===== src/design/freu_pkg.sv =====
`timescale 1ns / 1ps
// ----------------------------------------------------------------------------
// freu_pkg: shared types and constants
// Command codes, widths, controller states and the command/status structs.
// ----------------------------------------------------------------------------
package freu_pkg;

	localparam int unsigned DataW = 32;
	localparam int unsigned PcW = 7;
	localparam int unsigned LenW = 8;
	localparam int unsigned MaxProgram = 128;
	localparam int unsigned CntW = 6;

	typedef enum logic [3:0] {
		CMD_READ  = 4'd0,
		CMD_PRINT = 4'd1,
		CMD_MOV   = 4'd2,
		CMD_ADD   = 4'd3,
		CMD_SUB   = 4'd4,
		CMD_MUL   = 4'd5,
		CMD_DIV   = 4'd6,
		CMD_JMP   = 4'd7,
		CMD_JE    = 4'd8,
		CMD_JNE   = 4'd9,
		CMD_JG    = 4'd10,
		CMD_JGE   = 4'd11,
		CMD_JL    = 4'd12,
		CMD_JLE   = 4'd13,
		CMD_NOP   = 4'd14,
		CMD_SPARE = 4'd15
	} cmd_t;

	typedef enum logic [1:0] {
		ST_IDLE,
		ST_DIV,
		ST_OUT
	} state_t;

	typedef struct packed {
		logic exec;      // latch item, evaluate and finish (non-divide)
		logic div_start; // latch item and load the divider
		logic div_step;  // one quotient bit
		logic div_done;  // write back quotient and finish
	} ctl_cmd_t;

	typedef struct packed {
		logic is_div;
		logic last_step;
	} ctl_sts_t;

endpackage


===== src/design/freu_if.sv =====
`timescale 1ns / 1ps
// ----------------------------------------------------------------------------
// freu_in_if / freu_out_if: valid/ready channels
// Input instruction words and output result words.
// ----------------------------------------------------------------------------
interface freu_in_if;
	logic valid;
	logic ready;
	logic [3:0] cmd;
	logic a_is_reg;
	logic [1:0] a_reg;
	logic signed [31:0] a_imm;
	logic b_is_reg;
	logic [1:0] b_reg;
	logic signed [31:0] b_imm;
	logic c_is_reg;
	logic [1:0] c_reg;
	logic signed [31:0] c_imm;
	logic signed [31:0] read_value;

	modport source (output valid, cmd, a_is_reg, a_reg, a_imm, b_is_reg, b_reg, b_imm,
		c_is_reg, c_reg, c_imm, read_value, input ready);
	modport sink (input valid, cmd, a_is_reg, a_reg, a_imm, b_is_reg, b_reg, b_imm,
		c_is_reg, c_reg, c_imm, read_value, output ready);
endinterface

interface freu_out_if;
	logic valid;
	logic ready;
	logic [6:0] next_pc;
	logic halted;
	logic print_valid;
	logic signed [31:0] print_value;
	logic div_fault;

	modport source (output valid, next_pc, halted, print_valid, print_value, div_fault,
		input ready);
	modport sink (input valid, next_pc, halted, print_valid, print_value, div_fault,
		output ready);
endinterface


===== src/design/freu_ctrl.sv =====
`timescale 1ns / 1ps
// ----------------------------------------------------------------------------
// freu_ctrl: sequencing state machine
// Accepts a word, runs the divider for divides, holds the result until taken.
// ----------------------------------------------------------------------------
module freu_ctrl (
	input  logic                clk,
	input  logic                arst_n,
	input  logic                in_valid,
	output logic                in_ready,
	output logic                out_valid,
	input  logic                out_ready,
	input  freu_pkg::ctl_sts_t  sts,
	output freu_pkg::ctl_cmd_t  cmd
);
	freu_pkg::state_t state_q, state_d;

	always_ff @(posedge clk or negedge arst_n) begin
		if (!arst_n) begin
			state_q <= freu_pkg::ST_IDLE;
		end else begin
			state_q <= state_d;
		end
	end

	always_comb begin
		state_d = state_q;
		cmd = '0;
		in_ready = 1'b0;
		out_valid = 1'b0;
		case (state_q)
			freu_pkg::ST_IDLE: begin
				in_ready = 1'b1;
				if (in_valid) begin
					if (sts.is_div) begin
						cmd.div_start = 1'b1;
						state_d = freu_pkg::ST_DIV;
					end else begin
						cmd.exec = 1'b1;
						state_d = freu_pkg::ST_OUT;
					end
				end
			end
			freu_pkg::ST_DIV: begin
				if (sts.last_step) begin
					cmd.div_done = 1'b1;
					state_d = freu_pkg::ST_OUT;
				end else begin
					cmd.div_step = 1'b1;
				end
			end
			freu_pkg::ST_OUT: begin
				out_valid = 1'b1;
				in_ready = out_ready;
				if (out_ready) begin
					if (!in_valid) begin
						state_d = freu_pkg::ST_IDLE;
					end else if (sts.is_div) begin
						cmd.div_start = 1'b1;
						state_d = freu_pkg::ST_DIV;
					end else begin
						cmd.exec = 1'b1;
					end
				end
			end
			default: state_d = freu_pkg::ST_IDLE;
		endcase
	end
endmodule


===== src/design/freu_dp.sv =====
`timescale 1ns / 1ps
// ----------------------------------------------------------------------------
// freu_dp: register file, ALU, branch unit and restoring divider
// Acts only on commands from the controller.
// ----------------------------------------------------------------------------
module freu_dp (
	input  logic               clk,
	input  logic               arst_n,
	input  freu_pkg::ctl_cmd_t cmd,
	output freu_pkg::ctl_sts_t sts,
	input  logic [7:0]         len_wr_data,
	input  logic               len_wr_en,
	freu_in_if.sink            in_ch,
	output logic [6:0]         next_pc,
	output logic               halted,
	output logic               print_valid,
	output logic signed [31:0] print_value,
	output logic               div_fault
);
	localparam int unsigned W = freu_pkg::DataW;

	logic [W-1:0] rf_q [4];
	logic [freu_pkg::PcW-1:0] pc_q;
	logic [freu_pkg::LenW-1:0] len_q;

	// Divider state.
	logic [W-1:0] rem_q, quo_q, dvs_q;
	logic neg_q, fault_q;
	logic [1:0] dst_q;
	logic [freu_pkg::CntW-1:0] cnt_q;

	// Operand fetch.
	logic [W-1:0] a, b, c, cur, wval;
	logic take, wr, lt_bc, lt_cb;
	logic [W:0] newpc; // bit W marks a negative target
	logic [freu_pkg::LenW-1:0] limit;

	assign a = in_ch.a_is_reg ? rf_q[in_ch.a_reg] : in_ch.a_imm;
	assign b = in_ch.b_is_reg ? rf_q[in_ch.b_reg] : in_ch.b_imm;
	assign c = in_ch.c_is_reg ? rf_q[in_ch.c_reg] : in_ch.c_imm;
	assign cur = rf_q[in_ch.b_reg];
	assign lt_bc = $signed(b) < $signed(c);
	assign lt_cb = $signed(c) < $signed(b);

	assign sts.is_div = (in_ch.cmd == freu_pkg::CMD_DIV);
	assign sts.last_step = (cnt_q == freu_pkg::CntW'(W));

	always_comb begin
		take = 1'b0;
		wr = 1'b0;
		wval = a;
		case (freu_pkg::cmd_t'(in_ch.cmd))
			freu_pkg::CMD_READ: begin wr = 1'b1; wval = in_ch.read_value; end
			freu_pkg::CMD_MOV:  wr = 1'b1;
			freu_pkg::CMD_ADD:  begin wr = 1'b1; wval = cur + a; end
			freu_pkg::CMD_SUB:  begin wr = 1'b1; wval = cur - a; end
			freu_pkg::CMD_MUL:  begin wr = 1'b1; wval = W'(cur * a); end
			freu_pkg::CMD_JMP:  take = 1'b1;
			freu_pkg::CMD_JE:   take = (b == c);
			freu_pkg::CMD_JNE:  take = (b != c);
			freu_pkg::CMD_JG:   take = lt_cb;
			freu_pkg::CMD_JGE:  take = !lt_bc;
			freu_pkg::CMD_JL:   take = lt_bc;
			freu_pkg::CMD_JLE:  take = !lt_cb;
			default: ;
		endcase
		newpc = take ? {a[W-1], a} : {1'b0, (W)'(pc_q) + 1'b1};
		limit = (len_q > freu_pkg::LenW'(freu_pkg::MaxProgram)) ?
			freu_pkg::LenW'(freu_pkg::MaxProgram) : len_q;
	end

	// Divider subtract step.
	logic [W:0] trial;
	logic [W-1:0] rem_sh;
	assign rem_sh = {rem_q[W-2:0], quo_q[W-1]};
	assign trial = {1'b0, rem_sh} - {1'b0, dvs_q};

	// Halt check for the pc computed at exec time or for divide (advance).
	logic halt_now;
	assign halt_now = newpc[W] || (newpc[W-1:0] >= W'(limit));

	always_ff @(posedge clk or negedge arst_n) begin
		if (!arst_n) begin
			for (int i = 0; i < 4; i++) rf_q[i] <= '0;
			pc_q <= '0;
			len_q <= '0;
			cnt_q <= '0;
			rem_q <= '0;
			quo_q <= '0;
			dvs_q <= '0;
			neg_q <= 1'b0;
			fault_q <= 1'b0;
			dst_q <= '0;
			next_pc <= '0;
			halted <= 1'b0;
			print_valid <= 1'b0;
			print_value <= '0;
			div_fault <= 1'b0;
		end else begin
			if (len_wr_en) len_q <= len_wr_data;
			if (cmd.exec || cmd.div_start) begin
				halted <= halt_now;
				next_pc <= halt_now ? '0 : newpc[freu_pkg::PcW-1:0];
				if (!halt_now) pc_q <= newpc[freu_pkg::PcW-1:0];
				print_valid <= (in_ch.cmd == freu_pkg::CMD_PRINT);
				print_value <= (in_ch.cmd == freu_pkg::CMD_PRINT) ? a : '0;
				div_fault <= cmd.div_start && (cur == '0);
			end
			if (cmd.exec && wr) rf_q[in_ch.b_reg] <= wval;
			if (cmd.div_start) begin
				dst_q <= in_ch.b_reg;
				fault_q <= (cur == '0);
				neg_q <= a[W-1] ^ cur[W-1];
				quo_q <= a[W-1] ? (0 - a) : a;
				dvs_q <= cur[W-1] ? (0 - cur) : cur;
				rem_q <= '0;
				cnt_q <= '0;
			end
			if (cmd.div_step) begin
				cnt_q <= cnt_q + 1'b1;
				if (!trial[W]) begin
					rem_q <= trial[W-1:0];
					quo_q <= {quo_q[W-2:0], 1'b1};
				end else begin
					rem_q <= rem_sh;
					quo_q <= {quo_q[W-2:0], 1'b0};
				end
			end
			if (cmd.div_done && !fault_q)
				rf_q[dst_q] <= neg_q ? (0 - quo_q) : quo_q;
		end
	end
endmodule


===== src/design/four_register_execute_unit_core.sv =====
`timescale 1ns / 1ps
// ----------------------------------------------------------------------------
// four_register_execute_unit_core: four-register instruction execute unit
// Executes one decoded instruction per word and reports the next pc.
// ----------------------------------------------------------------------------
//  Channel   Direction  Contents
//  in_ch     sink       decoded instruction word and read value
//  out_ch    source     next pc, halt, print value, divide fault
//  len_*     write      program_length register
//
// A non-divide word executes in the accepting cycle and waits in the output
// register; a following word is taken in the same cycle the result leaves.
// A divide occupies the unit through the accepting cycle, one restoring-divider
// step per quotient bit and a write-back step; its result is offered in the
// cycle after the write-back. Reset clears the registers, pc and length.
// A stalled output holds the result and blocks new input words.
// ----------------------------------------------------------------------------
module four_register_execute_unit_core (
	input  logic       clk,
	input  logic       arst_n,
	input  logic       len_wr_en,
	input  logic [7:0] len_wr_data,
	freu_in_if.sink    in_ch,
	freu_out_if.source out_ch
);
	freu_pkg::ctl_cmd_t cmd;
	freu_pkg::ctl_sts_t sts;

	// The controller owns the handshakes; the datapath only executes.
	freu_ctrl u_ctrl (
		.clk       (clk),
		.arst_n    (arst_n),
		.in_valid  (in_ch.valid),
		.in_ready  (in_ch.ready),
		.out_valid (out_ch.valid),
		.out_ready (out_ch.ready),
		.sts       (sts),
		.cmd       (cmd)
	);

	freu_dp u_dp (
		.clk         (clk),
		.arst_n      (arst_n),
		.cmd         (cmd),
		.sts         (sts),
		.len_wr_data (len_wr_data),
		.len_wr_en   (len_wr_en),
		.in_ch       (in_ch),
		.next_pc     (out_ch.next_pc),
		.halted      (out_ch.halted),
		.print_valid (out_ch.print_valid),
		.print_value (out_ch.print_value),
		.div_fault   (out_ch.div_fault)
	);
endmodule


===== src/flat_wrapper.sv =====
// flat-port wrapper written by rule: the top's interface ports become plain ports
module four_register_execute_unit_core_flat 
  (clk, arst_n, len_wr_en, len_wr_data, in_ch_valid, in_ch_cmd, in_ch_a_is_reg, in_ch_a_reg, in_ch_a_imm, in_ch_b_is_reg, in_ch_b_reg, in_ch_b_imm, in_ch_c_is_reg, in_ch_c_reg, in_ch_c_imm, in_ch_read_value, in_ch_ready, out_ch_valid, out_ch_next_pc, out_ch_halted, out_ch_print_valid, out_ch_print_value, out_ch_div_fault, out_ch_ready);
  freu_in_if in_ch_i ();
  freu_out_if out_ch_i ();
  input  logic clk;
  input  logic arst_n;
  input  logic len_wr_en;
  input  logic [7:0] len_wr_data;
  input wire logic [$bits(in_ch_i.valid)-1:0] in_ch_valid;
  input wire logic [$bits(in_ch_i.cmd)-1:0] in_ch_cmd;
  input wire logic [$bits(in_ch_i.a_is_reg)-1:0] in_ch_a_is_reg;
  input wire logic [$bits(in_ch_i.a_reg)-1:0] in_ch_a_reg;
  input wire logic [$bits(in_ch_i.a_imm)-1:0] in_ch_a_imm;
  input wire logic [$bits(in_ch_i.b_is_reg)-1:0] in_ch_b_is_reg;
  input wire logic [$bits(in_ch_i.b_reg)-1:0] in_ch_b_reg;
  input wire logic [$bits(in_ch_i.b_imm)-1:0] in_ch_b_imm;
  input wire logic [$bits(in_ch_i.c_is_reg)-1:0] in_ch_c_is_reg;
  input wire logic [$bits(in_ch_i.c_reg)-1:0] in_ch_c_reg;
  input wire logic [$bits(in_ch_i.c_imm)-1:0] in_ch_c_imm;
  input wire logic [$bits(in_ch_i.read_value)-1:0] in_ch_read_value;
  output wire logic [$bits(in_ch_i.ready)-1:0] in_ch_ready;
  output wire logic [$bits(out_ch_i.valid)-1:0] out_ch_valid;
  output wire logic [$bits(out_ch_i.next_pc)-1:0] out_ch_next_pc;
  output wire logic [$bits(out_ch_i.halted)-1:0] out_ch_halted;
  output wire logic [$bits(out_ch_i.print_valid)-1:0] out_ch_print_valid;
  output wire logic [$bits(out_ch_i.print_value)-1:0] out_ch_print_value;
  output wire logic [$bits(out_ch_i.div_fault)-1:0] out_ch_div_fault;
  input wire logic [$bits(out_ch_i.ready)-1:0] out_ch_ready;
  assign in_ch_i.valid = in_ch_valid;
  assign in_ch_i.cmd = in_ch_cmd;
  assign in_ch_i.a_is_reg = in_ch_a_is_reg;
  assign in_ch_i.a_reg = in_ch_a_reg;
  assign in_ch_i.a_imm = in_ch_a_imm;
  assign in_ch_i.b_is_reg = in_ch_b_is_reg;
  assign in_ch_i.b_reg = in_ch_b_reg;
  assign in_ch_i.b_imm = in_ch_b_imm;
  assign in_ch_i.c_is_reg = in_ch_c_is_reg;
  assign in_ch_i.c_reg = in_ch_c_reg;
  assign in_ch_i.c_imm = in_ch_c_imm;
  assign in_ch_i.read_value = in_ch_read_value;
  assign in_ch_ready = in_ch_i.ready;
  assign out_ch_valid = out_ch_i.valid;
  assign out_ch_next_pc = out_ch_i.next_pc;
  assign out_ch_halted = out_ch_i.halted;
  assign out_ch_print_valid = out_ch_i.print_valid;
  assign out_ch_print_value = out_ch_i.print_value;
  assign out_ch_div_fault = out_ch_i.div_fault;
  assign out_ch_i.ready = out_ch_ready;
  four_register_execute_unit_core u_core (.clk(clk), .arst_n(arst_n), .len_wr_en(len_wr_en), .len_wr_data(len_wr_data), .in_ch(in_ch_i), .out_ch(out_ch_i));
endmodule

===== config.mk =====
export PLATFORM = sky130hd
export DESIGN_NAME = four_register_execute_unit_core_flat
export DESIGN_NICKNAME = d
export VERILOG_FILES = /design/src/design/freu_pkg.sv /design/src/design/freu_if.sv /design/src/design/freu_ctrl.sv /design/src/design/freu_dp.sv /design/src/design/four_register_execute_unit_core.sv /design/src/flat_wrapper.sv
export SDC_FILE = /design/constraint.sdc
export NUM_CORES = 2
export LEC_CHECK = 0
export BUFFER_PORTS_ARGS = -buffer_cell sky130_fd_sc_hd__buf_2
export CAP_MARGIN = 5
export CORE_UTILIZATION = 40
export DETAILED_ROUTE_END_ITERATION = 7
export PLACE_DENSITY = 0.65
export SLEW_MARGIN = 40
export SYNTH_ARGS = -nofsm -noshare
export SYNTH_HDL_FRONTEND = slang
export SYNTH_SLANG_ARGS = --single-unit

===== constraint.sdc =====
create_clock -name clk -period 9.05 [get_ports clk]
set_input_delay 1.3575 -clock clk [delete_from_list [all_inputs] [get_ports clk]]
set_output_delay 1.3575 -clock clk [all_outputs]
set_load 0.1 [all_outputs]

==> summary.txt <==
Place
  • Placer congestion estimate: between 1 and 1.5
  • Post-Place Cells: slightly above 6,000
  • Worst Setup Slack post-DPL: -0.896 ns
  • Placed inst area: 44,800 um2
  • Detailed-placement wirelength estimate: between 100,000 and 150,000 um
  • Number of input and output port buffers inserted: between 150 and 200

Synth
  • Simple-Gate Fraction of Synth Area: 14.9%
  • Synthesized-area fraction occupied by ao, oa, aoi and oai cells: 14.2%
  • Syn Std Cell Area: 38,700 um2
  • Cells after Synth: between 4,000 and 5,000
  • Predominant post-synthesis flop cell: dfrtp_1
  • Mean post-synth cell area: 8.73 um2
  • Synth Net Count: 5,233
  • Share of synthesized registers carrying an async set or reset: 100%
  • Synthesized flop and latch total: a little under 300
  • Post-Synth XOR/XNOR Area: roughly 5.9%
  • Adder-cell area share of the yosys netlist: between 20% and 30%
  • Count of flip-flops with a built-in enable after synthesis: 0
  • Multiplexer area fraction after synthesis: roughly 10%
  • Fraction of the yosys area taken by sequential cells: 18.9%
  • Total of warnings raised by yosys: 0
  • Library cells used by synthesis: 88
  • Main combinational cell family by area after synthesis: adder cells

Min path
  • Hold-critical path endpoint: u_core.u_dp.print_value[6]$_DFFE_PN0P_
  • WHS Path Cells: 2
  • Hold Path Class: flip-flop to flip-flop
  • Hold path startpoint: u_core.u_dp.print_value[6]$_DFFE_PN0P_

Clocking
  • Root cell of the clock tree: clkbuf_16
  • Maximum level of the CTS H-tree: 2
  • CTS Sinks: slightly below 300
  • Number of clock buffers inserted by TritonCTS: 38
  • CTS tree: done
  • Hold bufs inserted after CTS: 0
  • Clk slew on worst S/H paths: about 0.06 ns
  • Deepest clock path buffer count: 3
  • Clock insertion delay at the later pin of the skew report: around 0.6 ns

Timing
  • Unrepaired setup endpoints after global routing: yes
  • Hold Fails Final Rpt: 0
  • Worst clock skew on the final layout: approximately 0.033 ns
  • Tcrit/Tclk final: between 90% and 100%
  • Number of slew-limit violations in the final report: 0
  • Final WS setup: around 0.16 ns
  • Setup violation total in the final timing report: 0
  • Slew at the pin closest to its max-slew limit: between 0.8 and 0.9 ns
  • Relative slew margins: between 40% and 50%
  • Worst hold-check slack: about 0.47 ns
  • Final critical path time including I/O delays and setup: around 8.9 ns
  • Upper clock frequency limit: roughly 110 MHz

Finish
  • Most used cells in the layout excluding fill and tap cells: nand2_1, nor2_1, buf_4
  • Most frequent standard cell in the layout excluding fill and tap cells: nand2_1
  • Fraction of final layout cells sized beyond drive strength 1: between 20% and 30%
  • Final design area excluding fillers: 46,500 um2
  • Number of fill cells: between 9,000 and 10,000
  • Layout overhead on the synthesized area: 20.0%
  • Final net count: around 5,700
  • Count of non-filler cells in the finished layout: between 6,000 and 7,000

Critical path
  • Worst setup EP type: flip-flop
  • Maximum cell stage delay along the critical path: a little over 0.6 ns
  • Maximum fanout along the worst path: 11
  • Cell depth of the worst flop-to-flop path: 30
  • Worst reg-to-reg setup slack: between 0.6 and 0.7 ns
  • Startpoint of the worst-slack reg-to-reg timing path: u_core.u_dp.rf_q[5]$_DFF_PN0_
  • Worst setup SP type: primary input
  • Cell mode on critical path: fa_1
  • Worst reg2reg endpoint: u_core.u_dp.rf_q[119]$_DFF_PN0_
  • Master of the slowest instance on the critical path: fa_1
  • Critical path type: primary input to flip-flop
  • Critical path data arrival time: 9.42 ns
  • Required @ worst endpoint: around 9.6 ns

Route
  • Routed wire length: 174,000 um
  • Detail-routed net length per standard cell: ~28 um
  • Via density: 5.93
  • Drt first-iter violations: 4,641
  • Number of detailed-route iterations in the first pass: 6
  • Final ANT Viol Nets: 0
  • Total via count in the routed design: approximately 37,000
  • # DRC: 0

Floorplanning
  • Top-level port count: 198
  • Core Region: between 90,000 and 100,000 um2
  • Full die area: about 98,000 um2
  • Number of placement rows: 113
  • Overall die height: about 310 um
  • Die X: approximately 310 um
  • Initial Util: 40.6%

Global routing
  • Remaining Overflow, GRT: 0
  • Wire length of the first global-routing pass: about 250,000 um
  • Vias in the first global route: approximately 36,000
  • Pin count of the biggest net entering global routing: ~150
  • Total GRT Usage: about a third
  • Initial antenna violation count: 12

Run
  • Max-cap violation count: 0

Outcome
  • Outcome: finished clean
[how the worst max path moves through the flow]
stage	startpoint	end	cells past startpoint	slack, ns
CTS	in_ch_a_reg[0]	u_core.u_dp.rf_q[88]$_DFF_PN0_	30	0.007
floorplan	in_ch_a_reg[0]	u_core.u_dp.rf_q[125]$_DFF_PN0_	31	0.001
finish	in_ch_a_reg[0]	u_core.u_dp.rf_q[127]$_DFF_PN0_	27	0.16
global placement	in_ch_a_reg[0]	u_core.u_dp.rf_q[80]$_DFF_PN0_	29	-1.05
global route	in_ch_a_reg[0]	u_core.u_dp.rf_q[93]$_DFF_PN0_	35	-0.04
detailed placement	in_ch_a_reg[0]	u_core.u_dp.rf_q[88]$_DFF_PN0_	32	-0.90
[synthesized netlist by cell type (16+ instances only)]
cell type  instances  area [um2]
mux2_2            70         788
nor2b_1           33         206
buf_2             24         120
or3_1             16         100
a211oi_1          27         203
xor2_1            88         771
and2_1            32         200
nand4_1           17         106
dfrtp_1          292        7310
nor3_1            46         230
o211ai_1          58         435
o22ai_1           26         163
a31oi_1           41         257
nor2_1           494        1850
nand2b_1          66         413
ha_1             233        2920
nand2_1          524        1970
mux2i_1          125        1250
o21a_1            17         128
fa_1             410        8210
a21o_1            62         465
o21ai_0          315        1580
buf_1             33         124
o21bai_1          18         135
nand3_1           41         205
clkbuf_1         211         792
and3_1            26         163
xnor2_1          167        1460
mux4_2            71        1600
a21oi_1          140         701
inv_1            461        1730
a221oi_1          18         158
a22oi_1           39         293
[kinds of logic (layout without fill, tap and decap cells)]
group                    count (synthesis)  after routing
AND/OR/NAND/NOR                       1339           1339
AO/OA/AOI/OAI                          875            875
buffers and inverters                  749           1265
adder cells (fa/ha/maj)                644            644
flip-flops                             292            292
multiplexers                           280            280
XOR/XNOR                               257            257
other                                    0              4
[worst max-delay path: cells and delay by family]
kind	cells	cell delay (ns)
adder cells (fa/ha/maj)	8	4.03
XOR/XNOR	8	1.63
multiplexers	2	0.92
buffers and inverters	5	0.66
AO/OA/AOI/OAI	2	0.44
AND/OR/NAND/NOR	2	0.38
[registers in the layout, indices dropped and copies added, names as in the netlist, 6 cells and up]
register                 flops
u_core.u_dp.quo_q           32
u_core.u_dp.print_value     32
u_core.u_dp.pc_q             7
u_core.u_dp.rf_q           128
u_core.u_dp.dvs_q           32
u_core.u_dp.rem_q           31
u_core.u_dp.next_pc          7
u_core.u_dp.cnt_q            6
u_core.u_dp.len_q            8
[metal layers]
layer	wire length, um	up-vias	share of wire [%]	track usage (%)
met3	20800	516	12	8.71
li1	-	15803	-	-
met4	12400	8	7.2	20.5
met2	71600	2349	41	51.0
met1	68800	18238	40	47.8
met5	57	-	0.033	0
[stage by stage]
stage	setup TNS [ns]	utilization, %
detailed placement	-37.77	46.9
global route	-0.170	48.7
CTS	0	48.4
finish	0	48.7
floorplan	0	-
global placement	-38.52	46.9
[area by class of cell]
cell class / instances / area [um2] / area share, %
inverter: 470 / 1770 / 3.81
antenna: 4 / 10.0 / 0.0215
timing repair buffer: 727 / 5570 / 12.0
tap: 1265 / 1580 / 3.40
clock buffer: 55 / 1140 / 2.46
clock inverter: 13 / 191 / 0.412
multi-input combinational: 3395 / 28900 / 62.2
sequential: 292 / 7310 / 15.7
[what timing repair did]
item | in CTS | in global routing
gates cloned | 0 | 1
pin swaps | 3 | 33
setup buffers | 0 | 12
setup endpoints to repair | 39 | 46
hold endpoints to repair | 0 | 0
gates resized for setup | 12 | 54
Power is not shown: default switching activity piles up to over one toggle a cycle in this logic, so the estimate is an artifact.
